--- src/rtl/avr_instruction_decoder_top_assert.svh ---
// Assertion macros for the AVR instruction decoder top level.
// Included by the top level only; no other dependencies.
`ifndef AVR_INSTRUCTION_DECODER_TOP_ASSERT_SVH
`define AVR_INSTRUCTION_DECODER_TOP_ASSERT_SVH
// Property that must hold at every clock edge outside reset.
`define AVRD_ASSERT(label, prop, msg) \
	label: assert property (@(posedge clk) disable iff (!arst_n) (prop)) else $error(msg);
// Property checked in the cycle after its trigger.
`define AVRD_ASSERT_NEXT(label, trig, prop, msg) \
	label: assert property (@(posedge clk) disable iff (!arst_n) (trig) |=> (prop)) else $error(msg);
`endif

--- src/rtl/avrd_pkg.sv ---
// Shared types, mnemonic codes and the decode function for the AVR instruction decoder.
// No dependencies.
package avrd_pkg;

	localparam logic [6:0] MN_NONE  = 7'd0;
	localparam logic [6:0] MN_LDS   = 7'd1;
	localparam logic [6:0] MN_STS   = 7'd2;
	localparam logic [6:0] MN_JMP   = 7'd3;
	localparam logic [6:0] MN_CALL  = 7'd4;
	localparam logic [6:0] MN_BRCS  = 7'd49;
	localparam logic [6:0] MN_LDD   = 7'd81;
	localparam logic [6:0] MN_STD   = 7'd82;
	localparam logic [6:0] MN_LD    = 7'd83;
	localparam logic [6:0] MN_RCALL = 7'd84;
	localparam logic [6:0] MN_RJMP  = 7'd85;
	localparam logic [6:0] MN_IN    = 7'd86;
	localparam logic [6:0] MN_OUT   = 7'd87;
	localparam logic [6:0] MN_ADIW  = 7'd100;
	localparam logic [6:0] MN_SBIW  = 7'd101;
	localparam logic [6:0] MN_MULSU = 7'd102;
	localparam logic [6:0] MN_MOVW  = 7'd106;
	localparam logic [6:0] MN_MULS  = 7'd107;

	localparam logic [1:0] PR_NONE = 2'd0;
	localparam logic [1:0] PR_X    = 2'd1;
	localparam logic [1:0] PR_Y    = 2'd2;
	localparam logic [1:0] PR_Z    = 2'd3;
	localparam logic [1:0] PM_PLAIN = 2'd0;
	localparam logic [1:0] PM_INC   = 2'd1;
	localparam logic [1:0] PM_DEC   = 2'd2;
	localparam logic [1:0] PM_DISP  = 2'd3;

	localparam int QUEUE_DEPTH = 2;
	localparam int QUEUE_AW    = 1;

	// Word as classified by the front end.
	typedef struct packed {
		logic [15:0] addr;
		logic [15:0] op;
		logic [15:0] second;
		logic        two_word;
	} fetch_t;

	typedef struct packed {
		logic [15:0] instr_address;
		logic [6:0]  mnemonic;
		logic [4:0]  dst_reg;
		logic [4:0]  src_reg;
		logic [1:0]  pointer_reg;
		logic [1:0]  pointer_mode;
		logic [5:0]  displacement;
		logic [7:0]  immediate;
		logic [22:0] target_address;
		logic        two_word;
		logic        shows_flags;
		logic        recognized;
	} result_t;

	function automatic logic is_first_of_pair(input logic [15:0] w);
		return ((w & 16'hFE0F) == 16'h9000) || ((w & 16'hFE0F) == 16'h9200) ||
			((w & 16'hFE0C) == 16'h940C);
	endfunction

	function automatic logic [6:0] noarg_mn(input logic [15:0] op);
		logic [6:0] m;
		m = MN_NONE;
		case (op)
			16'h9598: m = 7'd5;   16'h9488: m = 7'd6;   16'h94D8: m = 7'd7;
			16'h94F8: m = 7'd8;   16'h94A8: m = 7'd9;   16'h94C8: m = 7'd10;
			16'h94E8: m = 7'd11;  16'h94B8: m = 7'd12;  16'h9498: m = 7'd13;
			16'h9519: m = 7'd14;  16'h9419: m = 7'd15;  16'h95D8: m = 7'd16;
			16'h9509: m = 7'd17;  16'h9409: m = 7'd18;  16'h95C8: m = 7'd19;
			16'h0000: m = 7'd20;  16'h9508: m = 7'd21;  16'h9518: m = 7'd22;
			16'h9408: m = 7'd23;  16'h9458: m = 7'd24;  16'h9478: m = 7'd25;
			16'h9428: m = 7'd26;  16'h9448: m = 7'd27;  16'h9468: m = 7'd28;
			16'h9438: m = 7'd29;  16'h9418: m = 7'd30;  16'h9588: m = 7'd31;
			16'h95E8: m = 7'd32;  16'h95F8: m = 7'd32;  16'h95A8: m = 7'd33;
			default: m = MN_NONE;
		endcase
		return m;
	endfunction

	function automatic logic [6:0] logic_mn(input logic [15:0] op);
		logic [6:0] m;
		case (op & 16'hFE0F)
			16'h900F: m = 7'd34;  16'h920F: m = 7'd35;  16'h9400: m = 7'd36;
			16'h9401: m = 7'd37;  16'h9402: m = 7'd38;  16'h9403: m = 7'd39;
			16'h9405: m = 7'd40;  16'h9406: m = 7'd41;  16'h9407: m = 7'd42;
			16'h940A: m = 7'd43;
			default: m = MN_NONE;
		endcase
		return m;
	endfunction

	// Mnemonic, pointer and mode packed together for the pointer forms.
	function automatic logic [10:0] store_form(input logic [15:0] op);
		logic [10:0] r;
		case (op & 16'hFE0F)
			16'h9204: r = {7'd44, PR_Z, PM_PLAIN};
			16'h9205: r = {7'd45, PR_Z, PM_PLAIN};
			16'h9206: r = {7'd46, PR_Z, PM_PLAIN};
			16'h9207: r = {7'd47, PR_Z, PM_PLAIN};
			16'h920C: r = {7'd48, PR_X, PM_PLAIN};
			16'h920D: r = {7'd48, PR_X, PM_INC};
			16'h920E: r = {7'd48, PR_X, PM_DEC};
			16'h8208: r = {7'd48, PR_Y, PM_PLAIN};
			16'h9209: r = {7'd48, PR_Y, PM_INC};
			16'h920A: r = {7'd48, PR_Y, PM_DEC};
			16'h8200: r = {7'd48, PR_Z, PM_PLAIN};
			16'h9201: r = {7'd48, PR_Z, PM_INC};
			16'h9202: r = {7'd48, PR_Z, PM_DEC};
			default: r = '0;
		endcase
		return r;
	endfunction

	function automatic logic [10:0] load_form(input logic [15:0] op);
		logic [10:0] r;
		case (op & 16'hFE0F)
			16'h9004: r = {7'd19, PR_Z, PM_PLAIN};
			16'h9005: r = {7'd19, PR_Z, PM_INC};
			16'h9006: r = {7'd16, PR_Z, PM_PLAIN};
			16'h9007: r = {7'd16, PR_Z, PM_INC};
			16'h900C: r = {MN_LD, PR_X, PM_PLAIN};
			16'h900D: r = {MN_LD, PR_X, PM_INC};
			16'h900E: r = {MN_LD, PR_X, PM_DEC};
			16'h8008: r = {MN_LD, PR_Y, PM_PLAIN};
			16'h9009: r = {MN_LD, PR_Y, PM_INC};
			16'h900A: r = {MN_LD, PR_Y, PM_DEC};
			16'h8000: r = {MN_LD, PR_Z, PM_PLAIN};
			16'h9001: r = {MN_LD, PR_Z, PM_INC};
			16'h9002: r = {MN_LD, PR_Z, PM_DEC};
			default: r = '0;
		endcase
		return r;
	endfunction

	function automatic logic [6:0] arith_mn(input logic [15:0] op);
		logic [6:0] m;
		case (op & 16'hFC00)
			16'h1C00: m = 7'd65;  16'h0C00: m = 7'd66;  16'h2000: m = 7'd67;
			16'h1400: m = 7'd68;  16'h0400: m = 7'd69;  16'h1000: m = 7'd70;
			16'h2400: m = 7'd71;  16'h2C00: m = 7'd72;  16'h9C00: m = 7'd73;
			16'h2800: m = 7'd74;  16'h0800: m = 7'd75;  16'h1800: m = 7'd76;
			default: m = MN_NONE;
		endcase
		return m;
	endfunction

	function automatic logic [6:0] byteimd_mn(input logic [15:0] op);
		logic [6:0] m;
		case (op[15:12])
			4'h3: m = 7'd88;  4'h4: m = 7'd89;  4'h5: m = 7'd90;
			4'h6: m = 7'd91;  4'h7: m = 7'd92;  4'hE: m = 7'd93;
			default: m = MN_NONE;
		endcase
		return m;
	endfunction

	function automatic logic [6:0] bitreg_mn(input logic [15:0] op);
		logic [6:0] m;
		case (op & 16'hFE08)
			16'hF800: m = 7'd77;  16'hFA00: m = 7'd78;
			16'hFC00: m = 7'd79;  16'hFE00: m = 7'd80;
			default: m = MN_NONE;
		endcase
		return m;
	endfunction

	function automatic logic [6:0] iobit_mn(input logic [15:0] op);
		logic [6:0] m;
		case (op[15:8])
			8'h98: m = 7'd96;  8'h9A: m = 7'd97;  8'h99: m = 7'd98;  8'h9B: m = 7'd99;
			default: m = MN_NONE;
		endcase
		return m;
	endfunction

	// Full decode of one classified item.
	function automatic result_t decode(input fetch_t f);
		result_t     r;
		logic [15:0] op;
		logic [15:0] a;
		logic [4:0]  d5;
		logic [10:0] pf;
		logic [15:0] m;
		logic [15:0] boff;
		logic [15:0] roff;
		op   = f.op;
		a    = f.addr;
		d5   = op[8:4];
		m    = op & 16'hD208;
		boff = {{8{op[9]}}, op[9:3], 1'b0};
		roff = {{3{op[11]}}, op[11:0], 1'b0};
		r    = '0;
		r.instr_address = a;
		if (f.two_word) begin
			r.two_word = 1'b1;
			if ((op & 16'hFE0F) == 16'h9000) begin
				r.mnemonic = MN_LDS;
				r.dst_reg = d5;
				r.target_address = {7'd0, f.second};
			end else if ((op & 16'hFE0F) == 16'h9200) begin
				r.mnemonic = MN_STS;
				r.src_reg = d5;
				r.target_address = {7'd0, f.second};
			end else begin
				r.mnemonic = op[1] ? MN_CALL : MN_JMP;
				r.target_address = {op[8:4], op[0], f.second, 1'b0};
			end
		end else if (noarg_mn(op) != MN_NONE) begin
			r.mnemonic = noarg_mn(op);
		end else if (logic_mn(op) != MN_NONE) begin
			r.mnemonic = logic_mn(op);
			r.dst_reg = d5;
		end else if (store_form(op) != '0) begin
			pf = store_form(op);
			{r.mnemonic, r.pointer_reg, r.pointer_mode} = pf;
			r.src_reg = d5;
		end else if (op[15:11] == 5'b11110) begin
			r.mnemonic = MN_BRCS + {3'd0, op[10], op[2:0]};
			r.target_address = {7'd0, a + boff + 16'd2};
			r.immediate = {5'd0, op[2:0]};
			r.shows_flags = 1'b1;
		end else if (arith_mn(op) != MN_NONE) begin
			r.mnemonic = arith_mn(op);
			r.dst_reg = d5;
			r.src_reg = {op[9], op[3:0]};
		end else if (bitreg_mn(op) != MN_NONE) begin
			r.mnemonic = bitreg_mn(op);
			r.dst_reg = d5;
			r.immediate = {5'd0, op[2:0]};
		end else if (m == 16'h8008 || m == 16'h8000 || m == 16'h8208 || m == 16'h8200) begin
			r.mnemonic = m[9] ? MN_STD : MN_LDD;
			r.pointer_reg = m[3] ? PR_Y : PR_Z;
			r.pointer_mode = PM_DISP;
			r.displacement = {op[13], op[11:10], op[2:0]};
			r.dst_reg = d5;
		end else if (load_form(op) != '0) begin
			pf = load_form(op);
			{r.mnemonic, r.pointer_reg, r.pointer_mode} = pf;
			r.dst_reg = d5;
		end else if (op[15:13] == 3'b110) begin
			r.mnemonic = op[12] ? MN_RCALL : MN_RJMP;
			r.target_address = {7'd0, a + roff + 16'd2};
		end else if (op[15:12] == 4'hB) begin
			r.immediate = {2'd0, op[10:9], op[3:0]};
			if (op[11]) begin
				r.mnemonic = MN_OUT;
				r.src_reg = d5;
			end else begin
				r.mnemonic = MN_IN;
				r.dst_reg = d5;
			end
		end else if (byteimd_mn(op) != MN_NONE) begin
			r.mnemonic = byteimd_mn(op);
			r.dst_reg = {1'b1, op[7:4]};
			r.immediate = {op[11:8], op[3:0]};
		end else if (iobit_mn(op) != MN_NONE) begin
			r.mnemonic = iobit_mn(op);
			r.immediate = {3'd0, op[7:3]};
			r.displacement = {3'd0, op[2:0]};
		end else if (op[15:9] == 7'b1001011) begin
			r.mnemonic = op[8] ? MN_SBIW : MN_ADIW;
			r.dst_reg = {2'b11, op[5:4], 1'b0};
			r.immediate = {2'd0, op[7:6], op[3:0]};
		end else if (op[15:8] == 8'h03) begin
			r.mnemonic = MN_MULSU + {5'd0, op[7], op[3]};
			r.dst_reg = {2'b10, op[6:4]};
			r.src_reg = {2'b10, op[2:0]};
		end else if (op[15:8] == 8'h01) begin
			r.mnemonic = MN_MOVW;
			r.dst_reg = {op[7:4], 1'b0};
			r.src_reg = {op[3:0], 1'b0};
		end else if (op[15:8] == 8'h02) begin
			r.mnemonic = MN_MULS;
			r.dst_reg = {1'b1, op[7:4]};
			r.src_reg = {1'b1, op[3:0]};
		end
		r.recognized = (r.mnemonic != MN_NONE);
		return r;
	endfunction

endpackage

--- src/rtl/avrd_front.sv ---
// Front end: accepts program words, pairs two-word instructions, emits classified items.
// Depends on avrd_pkg.
module avrd_front (
	input  logic                 clk,
	input  logic                 arst_n,
	input  logic                 push,
	output logic                 full,
	input  logic [15:0]          word_address,
	input  logic [15:0]          instruction_word,
	output logic                 item_valid,
	input  logic                 item_ready,
	output avrd_pkg::fetch_t     item
);
	import avrd_pkg::*;

	logic        awaiting_q;
	logic [15:0] held_op_q;
	logic [15:0] held_addr_q;
	logic        valid_s1;
	fetch_t      item_s1;
	logic        take;
	logic        first;

	// A slot is free when the stage is empty or is being drained this cycle.
	assign full  = valid_s1 && !item_ready;
	assign take  = push && !full;
	assign first = !awaiting_q && is_first_of_pair(instruction_word);
	assign item_valid = valid_s1;
	assign item = item_s1;

	always_ff @(posedge clk or negedge arst_n) begin
		if (!arst_n) begin
			awaiting_q  <= 1'b0;
			held_op_q   <= '0;
			held_addr_q <= '0;
			valid_s1    <= 1'b0;
		end else begin
			valid_s1 <= (valid_s1 && !item_ready) || (take && !first);
			if (take) begin
				if (first) begin
					awaiting_q  <= 1'b1;
					held_op_q   <= instruction_word;
					held_addr_q <= word_address;
				end else begin
					awaiting_q <= 1'b0;
				end
			end
		end
	end

	always_ff @(posedge clk) begin
		if (take && !first) begin
			item_s1.two_word <= awaiting_q;
			item_s1.op       <= awaiting_q ? held_op_q : instruction_word;
			item_s1.addr     <= awaiting_q ? held_addr_q : word_address;
			item_s1.second   <= instruction_word;
		end
	end
endmodule

--- src/rtl/avrd_queue.sv ---
// Two-entry queue between the front and back ends of the decoder.
// Depends on avrd_pkg.
module avrd_queue (
	input  logic             clk,
	input  logic             arst_n,
	input  logic             wr_valid,
	output logic             wr_ready,
	input  avrd_pkg::fetch_t wr_data,
	output logic             rd_valid,
	input  logic             rd_ready,
	output avrd_pkg::fetch_t rd_data
);
	import avrd_pkg::*;

	fetch_t              mem_q [QUEUE_DEPTH];
	logic [QUEUE_AW-1:0] wp_q;
	logic [QUEUE_AW-1:0] rp_q;
	logic [QUEUE_AW:0]   cnt_q;
	logic                wr;
	logic                rd;

	assign wr_ready = (cnt_q != (QUEUE_AW+1)'(QUEUE_DEPTH));
	assign rd_valid = (cnt_q != '0);
	assign rd_data  = mem_q[rp_q];
	assign wr = wr_valid && wr_ready;
	assign rd = rd_valid && rd_ready;

	always_ff @(posedge clk or negedge arst_n) begin
		if (!arst_n) begin
			wp_q  <= '0;
			rp_q  <= '0;
			cnt_q <= '0;
		end else begin
			if (wr)
				wp_q <= wp_q + QUEUE_AW'(1);
			if (rd)
				rp_q <= rp_q + QUEUE_AW'(1);
			if (wr && !rd)
				cnt_q <= cnt_q + (QUEUE_AW+1)'(1);
			else if (rd && !wr)
				cnt_q <= cnt_q - (QUEUE_AW+1)'(1);
		end
	end

	always_ff @(posedge clk) begin
		if (wr)
			mem_q[wp_q] <= wr_data;
	end
endmodule

--- src/rtl/avrd_back.sv ---
// Back end: decodes a classified item into its fields and holds the result register.
// Depends on avrd_pkg.
module avrd_back (
	input  logic              clk,
	input  logic              arst_n,
	input  logic              item_valid,
	output logic              item_ready,
	input  avrd_pkg::fetch_t  item,
	output logic              empty,
	input  logic              pop,
	output avrd_pkg::result_t res
);
	import avrd_pkg::*;

	logic    valid_q;
	result_t res_q;

	assign empty = !valid_q;
	assign item_ready = !valid_q || pop;
	assign res = res_q;

	always_ff @(posedge clk or negedge arst_n) begin
		if (!arst_n)
			valid_q <= 1'b0;
		else if (item_ready)
			valid_q <= item_valid;
	end

	always_ff @(posedge clk) begin
		if (item_ready && item_valid)
			res_q <= decode(item);
	end
endmodule

--- src/rtl/avr_instruction_decoder_top.sv ---
// AVR instruction decoder top level: front end, queue and back end.
// Depends on avrd_pkg, avrd_front, avrd_queue, avrd_back and the assertion header.
//
// Takes one program word per cycle while full is low and returns one decoded instruction per
// cycle while pop is held high. The first word of lds, sts, jmp or call gives no result; the
// result appears once its second word is taken. An accepted word passes through the front
// register, then the queue and then the decode register, which drives the result ports.
module avr_instruction_decoder_top (
	input  logic        clk,
	input  logic        arst_n,
	input  logic        push,
	output logic        full,
	input  logic [15:0] word_address,
	input  logic [15:0] instruction_word,
	output logic        empty,
	input  logic        pop,
	output logic [15:0] instr_address,
	output logic [6:0]  mnemonic,
	output logic [4:0]  dst_reg,
	output logic [4:0]  src_reg,
	output logic [1:0]  pointer_reg,
	output logic [1:0]  pointer_mode,
	output logic [5:0]  displacement,
	output logic [7:0]  immediate,
	output logic [22:0] target_address,
	output logic        two_word,
	output logic        shows_flags,
	output logic        recognized
);
	import avrd_pkg::*;
	`include "avr_instruction_decoder_top_assert.svh"

	logic    f_valid;
	logic    f_ready;
	fetch_t  f_item;
	logic    b_valid;
	logic    b_ready;
	fetch_t  b_item;
	result_t res;

	avrd_front u_front (
		.clk(clk), .arst_n(arst_n), .push(push), .full(full),
		.word_address(word_address), .instruction_word(instruction_word),
		.item_valid(f_valid), .item_ready(f_ready), .item(f_item)
	);

	avrd_queue u_queue (
		.clk(clk), .arst_n(arst_n),
		.wr_valid(f_valid), .wr_ready(f_ready), .wr_data(f_item),
		.rd_valid(b_valid), .rd_ready(b_ready), .rd_data(b_item)
	);

	avrd_back u_back (
		.clk(clk), .arst_n(arst_n), .item_valid(b_valid), .item_ready(b_ready),
		.item(b_item), .empty(empty), .pop(pop), .res(res)
	);

	assign instr_address  = res.instr_address;
	assign mnemonic       = res.mnemonic;
	assign dst_reg        = res.dst_reg;
	assign src_reg        = res.src_reg;
	assign pointer_reg    = res.pointer_reg;
	assign pointer_mode   = res.pointer_mode;
	assign displacement   = res.displacement;
	assign immediate      = res.immediate;
	assign target_address = res.target_address;
	assign two_word       = res.two_word;
	assign shows_flags    = res.shows_flags;
	assign recognized     = res.recognized;

	`AVRD_ASSERT(a_recog_match, empty || (recognized == (mnemonic != MN_NONE)), "recognized flag disagrees with mnemonic")
	`AVRD_ASSERT(a_two_word_mn, empty || (two_word == (mnemonic == MN_LDS || mnemonic == MN_STS || mnemonic == MN_JMP || mnemonic == MN_CALL)), "two_word flag disagrees with mnemonic")
	`AVRD_ASSERT_NEXT(a_queue_moves, b_valid && b_ready, !empty, "queued item lost before the result register")
endmodule

--- config.mk ---
export PLATFORM = sky130hd
export DESIGN_NAME = avr_instruction_decoder_top
export DESIGN_NICKNAME = d
export VERILOG_FILES = /design/src/rtl/avrd_pkg.sv /design/src/rtl/avrd_front.sv /design/src/rtl/avrd_queue.sv /design/src/rtl/avrd_back.sv /design/src/rtl/avr_instruction_decoder_top.sv
export VERILOG_INCLUDE_DIRS = /design/src /design/src/rtl
export SDC_FILE = /design/constraint.sdc
export NUM_CORES = 1
export LEC_CHECK = 0
export BUFFER_PORTS_ARGS = -buffer_cell sky130_fd_sc_hd__buf_2
export CAP_MARGIN = 20
export CORE_MARGIN = 1
export CORE_UTILIZATION = 55
export CTS_CLUSTER_SIZE = 30
export DETAILED_ROUTE_END_ITERATION = 10
export PLACE_DENSITY = 0.81
export SLEW_MARGIN = 20
export SYNTH_ARGS = -nofsm -noshare
export SYNTH_HDL_FRONTEND = slang
export SYNTH_SLANG_ARGS = --single-unit
--- constraint.sdc ---
create_clock -name clk -period 9.3 [get_ports clk]
set_input_delay 0.465 -clock clk [delete_from_list [all_inputs] [get_ports clk]]
set_output_delay 0.465 -clock clk [all_outputs]
set_load 0.01 [all_outputs]
After elaboration in Yosys (flattened, before gate mapping)
Memories as Yosys holds them, arrays and structs flattened.
Cells that the tools add are included.
{ "classes": {"n_addsub": 10, "n_eq_ne": 108, "muxes": 187, "n_reduce_logical": 39} }
{ "ops": {"columns": ["operator", "n"], "rows": [
  ["16-bit == test, second input constant", 29],
  ["11-bit == test, second input constant", 40],
  ["17-bit two-way mux", 24],
  ["7-bit two-way mux", 50],
  ["41-bit two-way mux", 7],
  ["11-bit two-way mux", 23],
  ["6-bit case mux with 29 select lines", 1],
  ["11-bit case mux with 13 select lines", 1],
  ["10-bit two-way mux", 13],
  ["10-bit case mux with 13 select lines", 1],
  ["15-bit two-way mux", 8],
  ["23-bit two-way mux", 4],
  ["7-bit case mux with 12 select lines", 1],
  ["37-bit two-way mux", 2],
  ["12-bit two-way mux", 6],
  ["8-bit == test, second input constant", 8],
  ["31-bit two-way mux", 2],
  ["6-bit case mux with 10 select lines", 1],
  ["7-bit case mux with 4 select lines", 2],
  ["51-bit two-way mux", 1],
  ["5-bit two-way mux", 10],
  ["7-bit nonzero test", 7],
  ["16-bit two-way mux", 3],
  ["46-bit two-way mux", 1],
  ["43 further kinds", 99]
]} }
{ "word_totals": {"ff_bits": 165, "ramBits": 98, "input_bits": 36, "elab_cells": 370, "memories": 1} }
{ "mem_list": {"columns": ["name", "words", "width", "rd", "rd_clocked_by_memory_dff", "wr", "line", "text"], "rows": [
  ["u_queue.mem_q", 2, 49, 1, 0, 1, "avrd_queue.sv:15", "fetch_t mem_q [QUEUE_DEPTH];"]
]} }

Logic depth before layout (Yosys ltp)
An unclocked memory read counts as a cell.
{ "logic_depth": {"ltp_word": 113, "mapped_depth": 24, "depth_no_buf": 16} }

By module
A second synthesis with hierarchy kept.
{ "unflattened": {"cells_unflattened": 1110, "hier_area_um2": 14123.5} }
{ "by_module_without_submodules": {"columns": ["module", "instances", "cells_per_inst", "area_per_inst_um2", "seq_area_each_um2"], "rows": [
  ["avrd_back", 1, 772, 6877.8, 2337.2],
  ["avrd_queue", 1, 171, 3983.8, 3042.9],
  ["avrd_front", 1, 167, 3261.9, 2322.2]
]} }

Worst setup path after synthesis
No wires, ideal clock.
{ "synth_path": {"path_kind": "reg-to-reg", "start": "register u_queue.rp_q", "end": "register u_back.res_q (netlist bit u_back.res[18]) (data pin)", "setup_ns": 0.280, "arrival_time_ns": 4.676, "required_ns": 9.020, "setup_slack_ns": 4.344, "path_stages_with_launch": 23, "period_less_slack_ns": 4.956, "cell_sequence": "dfrtp_1 > buf_6 > buf_6 > buf_6 > buf_12 > buf_4 > buf_2 > buf_2 > buf_1 > clkbuf_1 > mux2i_1 > ha_1 > inv_1 > ha_1 > a21o_1 > a21o_1 > a2111oi_0 > nor3_1 > nor3_1 > o31ai_1 > a21oi_1 > xnor2_1 > o311ai_0"} }
{ "synth_via": {"elab_chain_len": 28, "word_cells_on_any_way": 160, "cone_classes": "add/sub: 4; eq/ne: 89; mux: 55; reduce/logical: 11; memory: 1"} }
{ "synth_rtl": {"columns": ["item", "line", "text"], "rows": [
  ["start, declared", "avrd_queue.sv:17", "logic [QUEUE_AW-1:0] rp_q;"],
  ["start signal, assigned", "avrd_queue.sv:37", "rp_q <= rp_q + QUEUE_AW'(1);"],
  ["memory read 2 x 49 bit (*)", null, null],
  ["11-bit == test", "avrd_pkg.sv:119", "case (op & 16'hFE0F)"],
  ["11-bit case mux with 13 select lines", "avrd_pkg.sv:119", null],
  ["11-bit two-way mux", "avrd_pkg.sv:233", "end else if (m == 16'h8008 || m == 16'h8000 || m == 16'h8208 || m == 16'h8200) begin"],
  ["11-bit two-way mux", "avrd_pkg.sv:229", "end else if (bitreg_mn(op) != MN_NONE) begin"],
  ["11-bit two-way mux", "avrd_pkg.sv:225", "end else if (arith_mn(op) != MN_NONE) begin"],
  ["11-bit two-way mux", "avrd_pkg.sv:220", "end else if (op[15:11] == 5'b11110) begin"],
  ["11-bit two-way mux", "avrd_pkg.sv:216", "end else if (store_form(op) != '0) begin"],
  ["(+12 left out)", null, null],
  ["41-bit two-way mux", "avrd_pkg.sv:211", "end else if (noarg_mn(op) != MN_NONE) begin"],
  ["41-bit two-way mux", "avrd_pkg.sv:197", "if (f.two_word) begin"],
  ["41-bit two-way mux", "avrd_back.sv:30", "if (item_ready && item_valid)"],
  ["31-bit two-way mux", "avrd_pkg.sv:220", null],
  ["37-bit two-way mux", "avrd_pkg.sv:216", null],
  ["46-bit two-way mux", "avrd_pkg.sv:213", "end else if (logic_mn(op) != MN_NONE) begin"],
  ["51-bit two-way mux", "avrd_pkg.sv:211", null],
  ["23-bit two-way mux (*)", "avrd_pkg.sv:197", null],
  ["end signal, assigned", "avrd_back.sv:31", "res_q <= decode(item);"],
  ["end, declared", "avrd_back.sv:16", "result_t res_q;"]
]} }
Mark *: on every way between the ends. The rest lies on a longest branch, timed or not. The select of a mux whose other input is x is not followed.
A chain may end at the register's enable or synchronous reset.

Final worst setup path
{ "layout_path": {"start": "register u_queue.rp_q", "end": "register u_back.res_q (netlist bit u_back.res[17]) (data pin)"} }
Same word-level chain as after synthesis.

==> summary.md <==
## STA
• 13.04 ps — Clock Skew
• 5708 ps — post-layout minimum cycle time
• 0 — count of final hold-check violations
• 26.86% — max_slew headroom
• 175.2 MHz — Peak Freq
• 61.37% — share of the clock period used by the worst path after layout
• 0 — Final Max Tran Viols
• false — setup repair after global routing missed its margin
• 1069 ps — transition at the pin with the smallest max-transition slack
• 0 — final setup violation count
• 0 ps — post-route setup TNS

## Yosys
• 1,172 — number of instances in the synthesized netlist
• sky130_fd_sc_hd__edfxtp_1 — most instantiated flip-flop cell in the synthesis netlist
• 105 — number of different library cells in the post-synthesis netlist
• 14,390 sq um — cell area after synthesis
• 224 — Post-synth EDFFs
• 263 — synthesized flop and latch total
• 1,268 — post-synth net total
• 0 — yosys synthesis warning count
• 53.54% — fraction of the yosys area taken by sequential cells
• 14.83% — fraction of registers with async set or reset after synthesis
• 12.28 sq um — Avg Synthesized Cell Area

## Global routing
• met2 — routing layer with the top usage in global route
• 96 — pin count of the biggest net entering global routing
• 0 — global route total overflow
• 1 — number of antenna violations at the first check in global routing
• 60,060 microns — first-pass GRT wire length
• 44.63% — GR met1 Demand/Resource
• 9,972 — number of global-route vias before repair
• 45.67% — met2 demand-to-capacity share in global routing
• 30.09% — total global-route track usage
• 4.672% — met3 global-route usage

## Drt
• 24.73 microns — DR WL/cell
• 40,170 microns — wire length after detailed routing
• 6.437 — Avg Vias per Cell
• 6 — first-pass detailed-route iteration total
• 0 — final routed DRC violation total
• 0 — number of nets with antenna violations after detailed routing
• 10,450 — routed vias
• 1,207 — DRC marker count from the first detailed-route iteration

## Clock tree
• 0 — Post-CTS Setup Bufs
• 1 — number of levels the H-tree was split into
• 550 ps — insertion delay to the later sink of the worst-skew pair
• 26 — CTS Buf Count
• 263 — clock net sink count
• 0 — cells resized by post-CTS repair
• 0 — number of buffers added to fix hold violations after cts
• 70 ps — clock input transition at the sequential cells of the worst setup and hold paths
• sky130_fd_sc_hd__clkbuf_16 — buffer cell driving the clock tree root
• yes — CTS tree
• 3 — maximum root-to-sink buffer count

## Worst setup path
• 3590 ps — register-to-register setup slack
• flop — capturing element type of the critical path
• 9640 ps — data required time of the worst path
• reg2reg — critical path class
• 6050 ps — data arrival time of the worst path
• flop — crit start category
• 37 — maximum fanout count along the critical path

## Cells and area
• 24.34% — fraction of layout instances using a drive strength above 1
• 11.32% — Layout area overhead
• 0 — Ant. Diodes
• 1,370 — Final nets
• 63.06% — final core utilization
• 1,624 — non-filler instance count after layout

## Place
• 114 — number of port buffers
• 1.003 — Final GP Congestion
• 1,576 — placed cells
• 29,490 microns — HPWL after detailed placement

## Floorplan
• 56.65% — Starting Density
• 25,400 sq um — Std-Cell Core Area
• 163.7 microns — Die X-Extent
• 115 — number of primary I/O pins
• 26,810 sq um — Die Area
• 163.7 microns — vertical die dimension
• 58 — row cnt

## Job
• 0 — max-capacitance violation count

## Power
• 393.9 nW/um^2 — power density over the cells
• 0.006158 uW — static leakage power
• 6309 uW — final total power
• 0.2707 mV — largest voltage drop on the vdd net

## Status
• complete, no violations — run status

## Worst hold path
• in2async — path class of the lowest-slack min-delay path

## path summary, 6_finish.rpt
kind	startpoint	to	cells past startpoint
min	arst_n	u_front.held_addr_q[9]	1
min reg2reg	u_front.item[47]	u_queue.mem_q[0][47]	0
max reg2reg	u_queue.rp_q	u_back.res[17]	13
max in group asynchronous	arst_n	u_queue.rp_q	1
max	u_queue.rp_q	u_back.res[17]	13
min in group clk	instruction_word[4]	u_front.item[5]	1
## logic make-up after synthesis
family	synth area share, %
AOI/OAI and AO/OA	12.44
xor gates and xnor gates	2.374
adders and majority gates	5.322
buffers and inverters	3.244
DFF	53.54
muxes	9.627
and+or+nand+nor	13.46
## critical path, cell delays in order (launching register included)
cell,delay (ps)
sky130_fd_sc_hd__dfrtp_4,820
sky130_fd_sc_hd__mux2i_1,300
sky130_fd_sc_hd__buf_4,210
sky130_fd_sc_hd__inv_1,210
sky130_fd_sc_hd__ha_1,390
sky130_fd_sc_hd__nor4_1,630
sky130_fd_sc_hd__o21ba_2,260
sky130_fd_sc_hd__o311ai_0,560
sky130_fd_sc_hd__nand3_1,160
sky130_fd_sc_hd__nor2_1,150
sky130_fd_sc_hd__or3b_1,640
sky130_fd_sc_hd__nor3_1,880
sky130_fd_sc_hd__nand3_1,130
sky130_fd_sc_hd__o311ai_0,140
## placed cells by master (no fill, tap or decap), types with 19 or more instances in the layout
cell / synthesis / final
sky130_fd_sc_hd__edfxtp_1: 224 / 224
sky130_fd_sc_hd__ha_1: 58 / 58
sky130_fd_sc_hd__o21ai_0: 43 / 43
sky130_fd_sc_hd__buf_2: 9 / 114
sky130_fd_sc_hd__nand2_1: 79 / 79
sky130_fd_sc_hd__nor2_1: 83 / 80
sky130_fd_sc_hd__nor3_1: 40 / 40
sky130_fd_sc_hd__a21oi_1: 50 / 50
sky130_fd_sc_hd__nand3_1: 28 / 28
sky130_fd_sc_hd__o22ai_1: 19 / 19
sky130_fd_sc_hd__inv_1: 33 / 32
sky130_fd_sc_hd__clkbuf_16: 0 / 26
sky130_fd_sc_hd__xnor2_1: 28 / 28
sky130_fd_sc_hd__mux2_2: 72 / 72
sky130_fd_sc_hd__dfrtp_1: 39 / 38
## Yosys cell counts, types with 6 or more instances
master                     instances  share of area [%]
sky130_fd_sc_hd__edfxtp_1        224                 47
sky130_fd_sc_hd__nor2_1           83                2.2
sky130_fd_sc_hd__nand2_1          79                2.1
sky130_fd_sc_hd__mux2_2           72                5.6
sky130_fd_sc_hd__ha_1             58                5.0
sky130_fd_sc_hd__a21oi_1          50                1.7
sky130_fd_sc_hd__o21ai_0          43                1.5
sky130_fd_sc_hd__nor3_1           40                1.4
sky130_fd_sc_hd__dfrtp_1          39                6.8
sky130_fd_sc_hd__inv_1            33               0.86
sky130_fd_sc_hd__clkbuf_1         30               0.78
sky130_fd_sc_hd__nand3_1          28               0.97
sky130_fd_sc_hd__xnor2_1          28                1.7
sky130_fd_sc_hd__o22ai_1          19               0.83
sky130_fd_sc_hd__mux4_2           15                2.3
sky130_fd_sc_hd__a22oi_1          13               0.68
sky130_fd_sc_hd__nand3b_1         13               0.68
sky130_fd_sc_hd__or3_1            13               0.57
sky130_fd_sc_hd__mux2i_1          12               0.83
sky130_fd_sc_hd__nor3b_1          12               0.63
sky130_fd_sc_hd__a21o_1           11               0.57
sky130_fd_sc_hd__buf_6            11               0.86
sky130_fd_sc_hd__xor2_1           11               0.67
sky130_fd_sc_hd__a31oi_1          10               0.43
sky130_fd_sc_hd__nor2b_1          10               0.43
sky130_fd_sc_hd__buf_2             9               0.31
sky130_fd_sc_hd__a221oi_1          8               0.49
sky130_fd_sc_hd__a211oi_1          7               0.37
sky130_fd_sc_hd__and2_1            7               0.30
sky130_fd_sc_hd__or3b_2            7               0.43
sky130_fd_sc_hd__a32oi_1           6               0.37
sky130_fd_sc_hd__o31ai_1           6               0.31
sky130_fd_sc_hd__or4_1             6               0.31
## routing by layer
metal,vias up,share of wire [%]
met5,-,0.025
met4,2,2.8
met3,68,9.0
met2,549,45
met1,5093,43
li1,4741,-
## stage by stage
stage,setup slack (ps),instance area [sq um],hold WS (ps)
2_1_floorplan,4344,14390,169.4
3_3_place_gp,3657,15190,422.6
3_5_place_dp,3730,15190,432.9
4_1_cts,3727,16020,72.61
5_1_grt,3288,16020,111.1
6_report,3592,16020,49.43
## registers in the layout, summed over array words and instances, names as in the netlist
| register | count |
|---|---|
| u_back.res | 77 |
| u_back.valid_q | 1 |
| u_front.awaiting_q | 1 |
| u_front.held_addr_q | 16 |
| u_front.held_op_q | 16 |
| u_front.item | 49 |
| u_front.item_valid | 1 |
| u_queue.cnt_q | 2 |
| u_queue.mem_q | 98 |
| u_queue.rp_q | 1 |
| u_queue.wp_q | 1 |
## final cells by class
class                   count  area (sq um)
multi-input cells         816          6240
clock buffers              37         732.0
fillers                  1992          9383
well taps                 330         412.9
inverters                  37         138.9
repair buffers            130         690.7
flip-flops and latches    263          7706
clock inverters            11         96.34
## where the power goes
part	total (uW)	switching, uW	internal (uW)	leakage [uW]
Combinational	3270	2040	1230	0.00310
Clock	1020	442	576	0.000399
Sequential	2020	231	1790	0.00266
(Power assumes the default switching activity.)
